File: src/linked_block_chain_allocator_unit_assert.svh
// Assertion macros for the linked block chain allocator.
// Depends on nothing; users must have clk_i and rst_ni in scope.
`ifndef LINKED_BLOCK_CHAIN_ALLOCATOR_UNIT_ASSERT_SVH
`define LINKED_BLOCK_CHAIN_ALLOCATOR_UNIT_ASSERT_SVH

// Same-cycle implication, sampled on clk_i, off while in reset.
`define LBCA_ASSERT_SAME(name, ante, cons, msg) \
  name: assert property (@(posedge clk_i) disable iff (!rst_ni) (ante) |-> (cons)) \
    else $error(msg);

// Next-cycle implication, sampled on clk_i, off while in reset.
`define LBCA_ASSERT_NEXT(name, ante, cons, msg) \
  name: assert property (@(posedge clk_i) disable iff (!rst_ni) (ante) |=> (cons)) \
    else $error(msg);

`endif

File: src/lbca_pkg.sv
// Shared constants, codes and controller/datapath interface types for the
// linked block chain allocator. No dependencies.
package lbca_pkg;

  localparam int SLOT_COUNT  = 16;
  localparam int BLOCK_COUNT = 128;
  localparam int BLOCK_BYTES = 512;

  localparam int KIND_W   = 2;
  localparam int FILE_W   = 4;
  localparam int SIZE_W   = 17;
  localparam int POS_W    = 16;
  localparam int DATA_W   = 8;
  localparam int STATUS_W = 2;

  localparam int SLOT_W = (SLOT_COUNT > 1) ? $clog2(SLOT_COUNT) : 1;
  localparam int BLK_W  = (BLOCK_COUNT > 1) ? $clog2(BLOCK_COUNT) : 1;
  localparam int OFS_W  = $clog2(BLOCK_BYTES);
  localparam int HOP_W  = SIZE_W - OFS_W + 1;

  localparam int LANES       = 8;
  localparam int LANE_W      = $clog2(LANES);
  localparam int GROUP_COUNT = (BLOCK_COUNT + LANES - 1) / LANES;
  localparam int GRP_W       = (GROUP_COUNT > 1) ? $clog2(GROUP_COUNT) : 1;
  localparam int PAD_COUNT   = GROUP_COUNT * LANES;

  localparam int BYTE_ADDR_W = BLK_W + OFS_W;
  localparam int BYTE_DEPTH  = BLOCK_COUNT * BLOCK_BYTES;

  localparam int IN_TDATA_W  = 48;
  localparam int OUT_TDATA_W = 8;

  typedef enum logic [KIND_W-1:0] {
    KIND_ALLOC = 2'd0,
    KIND_SETSZ = 2'd1,
    KIND_WRITE = 2'd2,
    KIND_RSVD  = 2'd3
  } kind_e;

  typedef enum logic [STATUS_W-1:0] {
    STATUS_OK       = 2'd0,
    STATUS_NO_SLOT  = 2'd1,
    STATUS_NO_BLOCK = 2'd2,
    STATUS_BEYOND   = 2'd3
  } status_e;

  typedef struct packed {
    logic    load;
    logic    cur_first;
    logic    cnt_links;
    logic    cnt_hops;
    logic    scan_start;
    logic    scan_step;
    logic    alloc_commit;
    logic    append;
    logic    follow;
    logic    cut_start;
    logic    cut_hop;
    logic    cut_free;
    logic    cut_end;
    logic    byte_store;
    logic    set_status;
    status_e status;
    logic    out_load;
  } ctl_cmd_t;

  typedef struct packed {
    logic [KIND_W-1:0] kind;
    logic              slot_ok;
    logic              slot_free;
    logic              scan_found;
    logic              scan_last;
    logic              cnt_zero;
    logic              cur_end;
    logic              cut_stop;
    logic              out_busy;
  } ctl_sts_t;

endpackage

File: src/linked_block_chain_allocator_unit.sv
// Top level of the linked block chain allocator: FAT-style file slots and
// block chains. Depends on lbca_pkg, lbca_ctrl, lbca_datapath and the
// assertion header.
//
//   channel  direction  tdata (low bit up)                        tuser
//   s_axis   in         file_index, size_bytes, position, data   kind
//   m_axis   out        result_file, status                       -
//
// One command at a time. Allocate reports no slot when no slot is free and
// otherwise scans for a free block (the free-block scanner checks eight
// blocks per cycle). Set size and write byte walk the chain link by link
// (registered read of the link memory); set size also scans for a free block
// for each appended block, and frees the blocks cut from the tail one by one.
// Reset clears the slot, used and chain-end flags at once; no clearing pass.
// A finished result waits in the output register while the next beat is
// accepted; an m_axis stall holds the next command in its last cycle until
// that register drains.
`include "linked_block_chain_allocator_unit_assert.svh"

module linked_block_chain_allocator_unit (
  input  logic                                clk_i,
  input  logic                                rst_ni,
  input  logic                                s_axis_tvalid,
  output logic                                s_axis_tready,
  // file_index[3:0], size_bytes[20:4], position[36:21], data_byte[44:37]
  input  logic [lbca_pkg::IN_TDATA_W-1:0]     s_axis_tdata,
  // kind[1:0]
  input  logic [lbca_pkg::KIND_W-1:0]         s_axis_tuser,
  output logic                                m_axis_tvalid,
  input  logic                                m_axis_tready,
  // result_file[3:0], status[5:4]
  output logic [lbca_pkg::OUT_TDATA_W-1:0]    m_axis_tdata
);
  import lbca_pkg::*;

  ctl_cmd_t cmd;
  ctl_sts_t sts;

  // sequencer: decides every table update and walk step
  lbca_ctrl u_ctrl (
    .clk_i      (clk_i),
    .rst_ni     (rst_ni),
    .in_valid_i (s_axis_tvalid),
    .in_ready_o (s_axis_tready),
    .sts_i      (sts),
    .cmd_o      (cmd)
  );

  // tables, memories, scanner and output register
  lbca_datapath u_datapath (
    .clk_i        (clk_i),
    .rst_ni       (rst_ni),
    .cmd_i        (cmd),
    .sts_o        (sts),
    .in_tdata_i   (s_axis_tdata),
    .in_tuser_i   (s_axis_tuser),
    .out_tvalid_o (m_axis_tvalid),
    .out_tready_i (m_axis_tready),
    .out_tdata_o  (m_axis_tdata)
  );

  // a command holds the sequencer until its result is handed off
  `LBCA_ASSERT_NEXT(a_busy_after_accept, s_axis_tvalid && s_axis_tready, !s_axis_tready, "busy")

  // never overwrite a result that is still stalled
  `LBCA_ASSERT_SAME(a_no_overwrite, cmd.out_load, !(m_axis_tvalid && !m_axis_tready), "overwrite")

  // each load of the result register shows a valid beat next cycle
  `LBCA_ASSERT_NEXT(a_load_shows, cmd.out_load, m_axis_tvalid, "loaded result not presented")

endmodule

File: src/lbca_ctrl.sv
// Controller state machine of the chain allocator: sequences table scans,
// chain walks and the result hand-off. Depends on lbca_pkg.
module lbca_ctrl (
  input  logic              clk_i,
  input  logic              rst_ni,
  input  logic              in_valid_i,
  output logic              in_ready_o,
  input  lbca_pkg::ctl_sts_t sts_i,
  output lbca_pkg::ctl_cmd_t cmd_o
);
  import lbca_pkg::*;

  typedef enum logic [11:0] {
    S_IDLE  = 12'b000000000001,
    S_DISP  = 12'b000000000010,
    S_ASCAN = 12'b000000000100,
    S_SCHK  = 12'b000000001000,
    S_SLINK = 12'b000000010000,
    S_SSCAN = 12'b000000100000,
    S_CSTRT = 12'b000001000000,
    S_CHOP  = 12'b000010000000,
    S_CFREE = 12'b000100000000,
    S_WCHK  = 12'b001000000000,
    S_WLINK = 12'b010000000000,
    S_DONE  = 12'b100000000000
  } state_e;

  state_e state_q, state_d;

  always_ff @(posedge clk_i or negedge rst_ni) begin
    if (!rst_ni) begin
      state_q <= S_IDLE;
    end else begin
      state_q <= state_d;
    end
  end

  assign in_ready_o = (state_q == S_IDLE);

  always_comb begin
    cmd_o   = '0;
    state_d = state_q;
    case (state_q)
      S_IDLE: begin
        if (in_valid_i) begin
          cmd_o.load = 1'b1;
          state_d    = S_DISP;
        end
      end
      S_DISP: begin
        case (sts_i.kind)
          KIND_ALLOC: begin
            if (!sts_i.slot_free) begin
              cmd_o.set_status = 1'b1;
              cmd_o.status     = STATUS_NO_SLOT;
              state_d          = S_DONE;
            end else begin
              cmd_o.scan_start = 1'b1;
              state_d          = S_ASCAN;
            end
          end
          KIND_SETSZ, KIND_WRITE: begin
            if (!sts_i.slot_ok) begin
              cmd_o.set_status = 1'b1;
              cmd_o.status     = STATUS_BEYOND;
              state_d          = S_DONE;
            end else begin
              cmd_o.cur_first = 1'b1;
              if (sts_i.kind == KIND_SETSZ) begin
                cmd_o.cnt_links = 1'b1;
                state_d         = S_SCHK;
              end else begin
                cmd_o.cnt_hops = 1'b1;
                state_d        = S_WCHK;
              end
            end
          end
          default: state_d = S_DONE;
        endcase
      end
      S_ASCAN: begin
        if (sts_i.scan_found) begin
          cmd_o.alloc_commit = 1'b1;
          state_d            = S_DONE;
        end else if (sts_i.scan_last) begin
          cmd_o.set_status = 1'b1;
          cmd_o.status     = STATUS_NO_BLOCK;
          state_d          = S_DONE;
        end else begin
          cmd_o.scan_step = 1'b1;
        end
      end
      S_SCHK: begin
        if (sts_i.cnt_zero) begin
          state_d = S_CSTRT;
        end else if (sts_i.cur_end) begin
          cmd_o.scan_start = 1'b1;
          state_d          = S_SSCAN;
        end else begin
          state_d = S_SLINK;
        end
      end
      S_SLINK: begin
        cmd_o.follow = 1'b1;
        state_d      = S_SCHK;
      end
      S_SSCAN: begin
        if (sts_i.scan_found) begin
          cmd_o.append = 1'b1;
          state_d      = S_SCHK;
        end else if (sts_i.scan_last) begin
          cmd_o.set_status = 1'b1;
          cmd_o.status     = STATUS_NO_BLOCK;
          state_d          = S_DONE;
        end else begin
          cmd_o.scan_step = 1'b1;
        end
      end
      S_CSTRT: begin
        // a block that already ends the chain has no tail to free
        if (sts_i.cur_end) begin
          state_d = S_DONE;
        end else begin
          cmd_o.cut_start = 1'b1;
          state_d         = S_CHOP;
        end
      end
      S_CHOP: begin
        cmd_o.cut_hop = 1'b1;
        state_d       = S_CFREE;
      end
      S_CFREE: begin
        cmd_o.cut_free = 1'b1;
        if (sts_i.cut_stop) begin
          cmd_o.cut_end = 1'b1;
          state_d       = S_DONE;
        end else begin
          state_d = S_CHOP;
        end
      end
      S_WCHK: begin
        if (sts_i.cnt_zero) begin
          cmd_o.byte_store = 1'b1;
          state_d          = S_DONE;
        end else if (sts_i.cur_end) begin
          cmd_o.set_status = 1'b1;
          cmd_o.status     = STATUS_BEYOND;
          state_d          = S_DONE;
        end else begin
          state_d = S_WLINK;
        end
      end
      S_WLINK: begin
        cmd_o.follow = 1'b1;
        state_d      = S_WCHK;
      end
      S_DONE: begin
        if (!sts_i.out_busy) begin
          cmd_o.out_load = 1'b1;
          state_d        = S_IDLE;
        end
      end
      default: state_d = S_IDLE;
    endcase
  end

endmodule

File: src/lbca_datapath.sv
// Datapath of the chain allocator: slot and block tables, link memory, byte
// store, free-block scanner and the result register. Depends on lbca_pkg.
module lbca_datapath (
  input  logic                                clk_i,
  input  logic                                rst_ni,
  input  lbca_pkg::ctl_cmd_t                  cmd_i,
  output lbca_pkg::ctl_sts_t                  sts_o,
  input  logic [lbca_pkg::IN_TDATA_W-1:0]     in_tdata_i,
  input  logic [lbca_pkg::KIND_W-1:0]         in_tuser_i,
  output logic                                out_tvalid_o,
  input  logic                                out_tready_i,
  output logic [lbca_pkg::OUT_TDATA_W-1:0]    out_tdata_o
);
  import lbca_pkg::*;

  logic [KIND_W-1:0]  kind_q;
  logic [FILE_W-1:0]  file_q;
  logic [SIZE_W-1:0]  size_q;
  logic [POS_W-1:0]   pos_q;
  logic [DATA_W-1:0]  data_q;

  logic [SLOT_COUNT-1:0]  slot_valid_q;
  logic [BLK_W-1:0]       first_q [SLOT_COUNT];
  logic [BLOCK_COUNT-1:0] used_q;
  logic [BLOCK_COUNT-1:0] end_q;

  logic [BLK_W-1:0]  link_mem [BLOCK_COUNT];
  logic [BLK_W-1:0]  link_rd_q;
  logic [DATA_W-1:0] byte_mem [BYTE_DEPTH];

  logic [BLK_W-1:0]  cur_q;
  logic [BLK_W-1:0]  blk_q;
  logic [HOP_W-1:0]  cnt_q;
  logic [GRP_W-1:0]  grp_q;
  logic [FILE_W-1:0] res_q;
  status_e           status_q;

  logic              out_valid_q;
  logic [FILE_W-1:0] out_file_q;
  status_e           out_status_q;

  logic [SLOT_W-1:0]    slot_idx;
  logic                 slot_in_range;
  logic [SLOT_W-1:0]    free_slot;
  logic                 free_slot_found;
  logic [PAD_COUNT-1:0] used_pad;
  logic [LANES-1:0]     grp_used;
  logic [LANE_W-1:0]    lane;
  logic                 lane_found;
  logic [BLK_W-1:0]     free_blk;
  logic [SIZE_W:0]      size_round;
  logic [HOP_W-1:0]     blocks;
  logic [HOP_W-1:0]     links;
  logic [HOP_W-1:0]     hops;

  assign slot_idx      = SLOT_W'(file_q);
  assign slot_in_range = (32'(file_q) < 32'(SLOT_COUNT));

  // lowest free slot
  always_comb begin
    free_slot       = '0;
    free_slot_found = 1'b0;
    for (int s = SLOT_COUNT - 1; s >= 0; s--) begin
      if (!slot_valid_q[s]) begin
        free_slot       = SLOT_W'(s);
        free_slot_found = 1'b1;
      end
    end
  end

  // eight blocks per cycle; pad entries read as taken
  assign used_pad = ~PAD_COUNT'(~used_q);
  assign grp_used = used_pad[{grp_q, {LANE_W{1'b0}}} +: LANES];

  always_comb begin
    lane       = '0;
    lane_found = 1'b0;
    for (int l = LANES - 1; l >= 0; l--) begin
      if (!grp_used[l]) begin
        lane       = LANE_W'(l);
        lane_found = 1'b1;
      end
    end
  end

  assign free_blk = BLK_W'({grp_q, lane});

  assign size_round = {1'b0, size_q} + (SIZE_W + 1)'(BLOCK_BYTES - 1);
  assign blocks     = HOP_W'(size_round >> OFS_W);
  assign links      = (blocks == '0) ? '0 : blocks - HOP_W'(1);
  assign hops       = HOP_W'(pos_q >> OFS_W);

  always_comb begin
    sts_o            = '0;
    sts_o.kind       = kind_q;
    sts_o.slot_ok    = slot_in_range && slot_valid_q[slot_idx];
    sts_o.slot_free  = free_slot_found;
    sts_o.scan_found = lane_found;
    sts_o.scan_last  = (grp_q == GRP_W'(GROUP_COUNT - 1));
    sts_o.cnt_zero   = (cnt_q == '0);
    sts_o.cur_end    = end_q[cur_q];
    sts_o.cut_stop   = end_q[cur_q] || (cur_q == blk_q);
    sts_o.out_busy   = out_valid_q && !out_tready_i;
  end

  always_ff @(posedge clk_i or negedge rst_ni) begin
    if (!rst_ni) begin
      slot_valid_q <= '0;
      used_q       <= '0;
      end_q        <= '0;
      out_valid_q  <= 1'b0;
    end else begin
      if (cmd_i.alloc_commit) begin
        slot_valid_q[free_slot] <= 1'b1;
        used_q[free_blk]        <= 1'b1;
        end_q[free_blk]         <= 1'b1;
      end
      if (cmd_i.append) begin
        end_q[cur_q]     <= 1'b0;
        used_q[free_blk] <= 1'b1;
        end_q[free_blk]  <= 1'b1;
      end
      if (cmd_i.cut_free) begin
        used_q[cur_q] <= 1'b0;
        end_q[cur_q]  <= 1'b0;
      end
      if (cmd_i.cut_end) begin
        end_q[blk_q] <= 1'b1;
      end
      if (cmd_i.out_load) begin
        out_valid_q <= 1'b1;
      end else if (out_tready_i) begin
        out_valid_q <= 1'b0;
      end
    end
  end

  always_ff @(posedge clk_i) begin
    if (cmd_i.load) begin
      kind_q   <= in_tuser_i;
      file_q   <= in_tdata_i[FILE_W-1:0];
      size_q   <= in_tdata_i[FILE_W +: SIZE_W];
      pos_q    <= in_tdata_i[FILE_W + SIZE_W +: POS_W];
      data_q   <= in_tdata_i[FILE_W + SIZE_W + POS_W +: DATA_W];
      res_q    <= in_tdata_i[FILE_W-1:0];
      status_q <= STATUS_OK;
    end
    if (cmd_i.set_status) begin
      status_q <= cmd_i.status;
    end
    if (cmd_i.cur_first) begin
      cur_q <= first_q[slot_idx];
    end
    if (cmd_i.cnt_links) begin
      cnt_q <= links;
    end
    if (cmd_i.cnt_hops) begin
      cnt_q <= hops;
    end
    if (cmd_i.scan_start) begin
      grp_q <= '0;
    end
    if (cmd_i.scan_step) begin
      grp_q <= grp_q + GRP_W'(1);
    end
    if (cmd_i.alloc_commit) begin
      first_q[free_slot] <= free_blk;
      res_q              <= FILE_W'(free_slot);
    end
    if (cmd_i.append) begin
      cur_q <= free_blk;
      cnt_q <= cnt_q - HOP_W'(1);
    end
    if (cmd_i.follow) begin
      cur_q <= link_rd_q;
      cnt_q <= cnt_q - HOP_W'(1);
    end
    if (cmd_i.cut_start) begin
      blk_q <= cur_q;
    end
    if (cmd_i.cut_hop) begin
      cur_q <= link_rd_q;
    end
    if (cmd_i.out_load) begin
      out_file_q   <= res_q;
      out_status_q <= status_q;
    end
  end

  // link memory: one write, one registered read at the current block
  always_ff @(posedge clk_i) begin
    if (cmd_i.append) begin
      link_mem[cur_q] <= free_blk;
    end
    link_rd_q <= link_mem[cur_q];
  end

  always_ff @(posedge clk_i) begin
    if (cmd_i.byte_store) begin
      byte_mem[{cur_q, pos_q[OFS_W-1:0]}] <= data_q;
    end
  end

  assign out_tvalid_o = out_valid_q;
  assign out_tdata_o  = {{(OUT_TDATA_W - FILE_W - STATUS_W){1'b0}}, out_status_q, out_file_q};

endmodule
File: config.mk
export PLATFORM = sky130hd
export DESIGN_NAME = linked_block_chain_allocator_unit
export DESIGN_NICKNAME = d
export VERILOG_FILES = /design/src/lbca_pkg.sv /design/src/linked_block_chain_allocator_unit.sv /design/src/lbca_ctrl.sv /design/src/lbca_datapath.sv
export VERILOG_INCLUDE_DIRS = /design/src /design/src/src
export SDC_FILE = /design/constraint.sdc
export NUM_CORES = 2
export LEC_CHECK = 0
export ABC_AREA = 1
export BUFFER_PORTS_ARGS = -buffer_cell sky130_fd_sc_hd__buf_2
export CAP_MARGIN = 0
export CORE_AREA = 2 2 426 322
export DETAILED_ROUTE_END_ITERATION = 12
export DIE_AREA = 0 0 428 324
export SLEW_MARGIN = 5
export SYNTH_ARGS = -nofsm -noshare
export SYNTH_HDL_FRONTEND = slang
export SYNTH_SLANG_ARGS = --single-unit
File: constraint.sdc
create_clock -name clk_i -period 8.1 [get_ports clk_i]
set_input_delay 0.81 -clock clk_i [delete_from_list [all_inputs] [get_ports clk_i]]
set_output_delay 0.81 -clock clk_i [all_outputs]
set_load 0.05 [all_outputs]
==> metrics <==
outcome finished, final reports clean; critical hold path startpoint s_axis_tuser[0]; Antenna Cells 0; Internal 11600 uW; vias in the first global route 41500; share of the synthesized area in the top cell type 0.538; number of warnings issued by yosys 0; pins over their slew limit 0; Post-synth EDFFs 1077; fin crit period 5.95 ns; global-route wire length before repair 284000 um; Synth cell types 59; routed vias 44800; Core ar. 0.135 sq mm; worst setup path start u_datapath.grp_q[0]; wire per inst 25.5 um; CTS buffer count 137; sequential power share 0.499; Fin. Hold Viols 0; largest net degree at the start of global routing 181; Critical Path Slowest Stage Cell inv_6; actual slew at the worst max-slew pin 1.34 ns; Synth top cells by count nand2_1, edfxtp_1, inv_1, nor2_1, nand3_1; Syn Inst Count 5803; IO buf count 41; Setup Skew 0.0425 ns; Worst VDD drop 0.000214 V; 1st-iter DRT viols 6072; Reg-to-Reg Start u_datapath.grp_q[0]; Synth Area in Compound Gates 0.0863; Comb pwr share 0.085; final worst-path cycle share 0.734; CTS tree done; root buf cell clkbuf_16; worst rel slew slack 0.104; Avg Cell Area, Syn 10.4 sq um; routed vias/inst 5.83; final wirelength 195000 um; Final TNS setup 0 ns; Clock power frac 0.415; DR pass1 iterations 6; sw power 3920 uW; post-CTS setup buffers 0; CP startpoint kind flip-flop; Adder-Cell Fraction of Synth Area 0.00187; Final setup violation count 0; global route overflow 0; CTS clock-pin slew for the worst setup and hold paths 0.07 ns; post-DP HPWL 118000 um; htree depth 4; Slowest Stage Delay on Critical Path 0.97 ns; Die Y 324 um; XOR/XNOR Fraction of Synth Area 0.00204; CTS resizes 0; CTS Sinks 1373; Die Width 428 um; switch share 0.252; nets 5846; setup repair after global routing missed its margin false; critical path data arrival time 6.51 ns; post-synthesis cell area 0.0601 sq mm; count leader, synth nand2_1; largest family of logic cells by synthesized area simple AND/OR/NAND/NOR gates; register bit total from synthesis 1373; area of the die 0.139 sq mm; cell breakdown of the critical path buf_12 > buf_4 > nand2_1 > nand3_1 > nand2_1 > nand2_1 > nand2_1 > nor2_4 > buf_4 > nand2_4 > inv_6 > buf_4; worst setup path category flip-flop to flip-flop; maxcap violations 0; Crit Path Max Fanout 163; Hold-fix buffers, CTS 1; ranking of synthesized cells by area edfxtp_1, dfrtp_1, nand2_1; FP Rows 117; CTS max path bufs 3; Pleak 0.0249 uW; power per cell area 234 mW/mm^2; I/O pin cnt 64; critical path's most frequent cell nand2_1; antenna violations before repair 2; Synth Area in Simple Gates 0.188; Worst EP required 8.66 ns; mux cell area share after synthesis 0; fraction of registers with async set or reset after synthesis 0.208; Initial Util 0.446; Skew-Pair Late Insertion Delay 0.81 ns; Final Util 0.494; Filler Cell Count 12200; Worst Hold Class input pin to flip-flop; final RePlAce weighted congestion 0.968; Final ANT Viol Nets 0; Max Fclk 168 MHz; Crit. End Element flip-flop; drt drc 0; Area Overhead vs Synth 10.7%; layout cells sized above 1 0.0674; cell accounting for the most synthesized area edfxtp_1; overall routing resource usage 0.278; sequential element share of the synthesized area 0.660; Synth Flop Type edfxtp_1
==> worst max-delay path: cells and delay by family (launching register included) <==
| family | cells | cell delay (ns) |
|---|---|---|
| flops | 1 | 0.41 |
| buf+inv | 5 | 3.56 |
| simple gates | 7 | 1.33 |
==> metal layers <==
metal,up-vias,routed length (um),global-route usage
li1,19900,-,-
met1,21900,83700,0.406
met2,2585,80500,0.394
met3,392,24000,0.0765
met4,4,7320,0.106
met5,-,22,0
==> layout make-up <==
cell class              instances  area (sq um)  area share
flip-flops and latches       1373         39700       0.597
clock inverters                72           697      0.0105
repair buffers                119           903      0.0136
well taps                    1785          2230      0.0336
clock buffers                 177          3770      0.0567
inverters                     636          2410      0.0363
multi-input cells            3516         16800       0.253
==> logic make-up (layout without fill, tap and decap cells) <==
family / after synthesis / after routing
other cells: 1 / 2
simple gates: 2674 / 2674
xor+xnor: 14 / 14
fa+ha+maj: 9 / 9
flops: 1373 / 1373
compound gates: 817 / 817
buf+inv: 915 / 1004
==> stage by stage <==
step | cells | hold slack, ns | setup slack (ns) | instance area, sq um | power, uW
2_1_floorplan | 5804 | 0.400 | 1.83 | 60100 | 8680
3_3_place_gp | 7428 | 0.435 | 2.61 | 62100 | 9200
3_5_place_dp | 7428 | 0.405 | 2.47 | 62100 | 9210
4_1_cts | 7678 | 0.138 | 2.44 | 66500 | 15600
5_1_grt | 7678 | 0.177 | 2.06 | 66500 | 16000
6_report | 7678 | 0.187 | 2.15 | 66500 | 15600
==> path summary, 6_finish.rpt <==
kind	endpoint	slack (ns)	depth (start not counted)
hold / removal	u_datapath.kind_q[0]	0.19	1
hold reg to reg	u_datapath.out_file_q[1]	0.44	0
min in group asynchronous	u_datapath.slot_valid_q[4]	0.60	2
setup reg to reg	u_datapath.link_mem[2][0]	2.15	12
max in group asynchronous	u_datapath.used_q[28]	5.92	3
setup / recovery	u_datapath.link_mem[2][0]	2.15	12
==> flip-flops by register name (all words and copies together) (netlist names), 7 cells and up, named ones only <==
name and count:
u_datapath.link_mem 896, u_datapath.end_q 128, u_datapath.used_q 128, u_datapath.first_q 112
u_datapath.size_q 17, u_datapath.slot_valid_q 16, u_ctrl.state_q 12, u_datapath.cnt_q 9
u_datapath.blk_q 7, u_datapath.cur_q 7, u_datapath.link_rd_q 7, u_datapath.pos_q 7
==> power by group through the flow <==
stage	Clock (uW)	Combinational [uW]	Sequential, uW
final	6460	1330	7770
after global routing	6770	1430	7770
after CTS	6510	1310	7770
after detailed placement	0	1300	7910
after global placement	0	1290	7910
after floorplan	0	781	7900
==> cell usage in the layout, fill, tap and decap left out, drive strengths merged, types with 58 or more instances in the layout <==
cell type and n:
nand2 1468, edfxtp 1077, inv 640, nor2 624, nand3 338, dfrtp 284, o21ai 266, nand4 181
clkbuf 177, a21oi 170, a22oi 166, buf 118, a221oi 82, clkinv 58
Power figures use the tool's default switching activity.
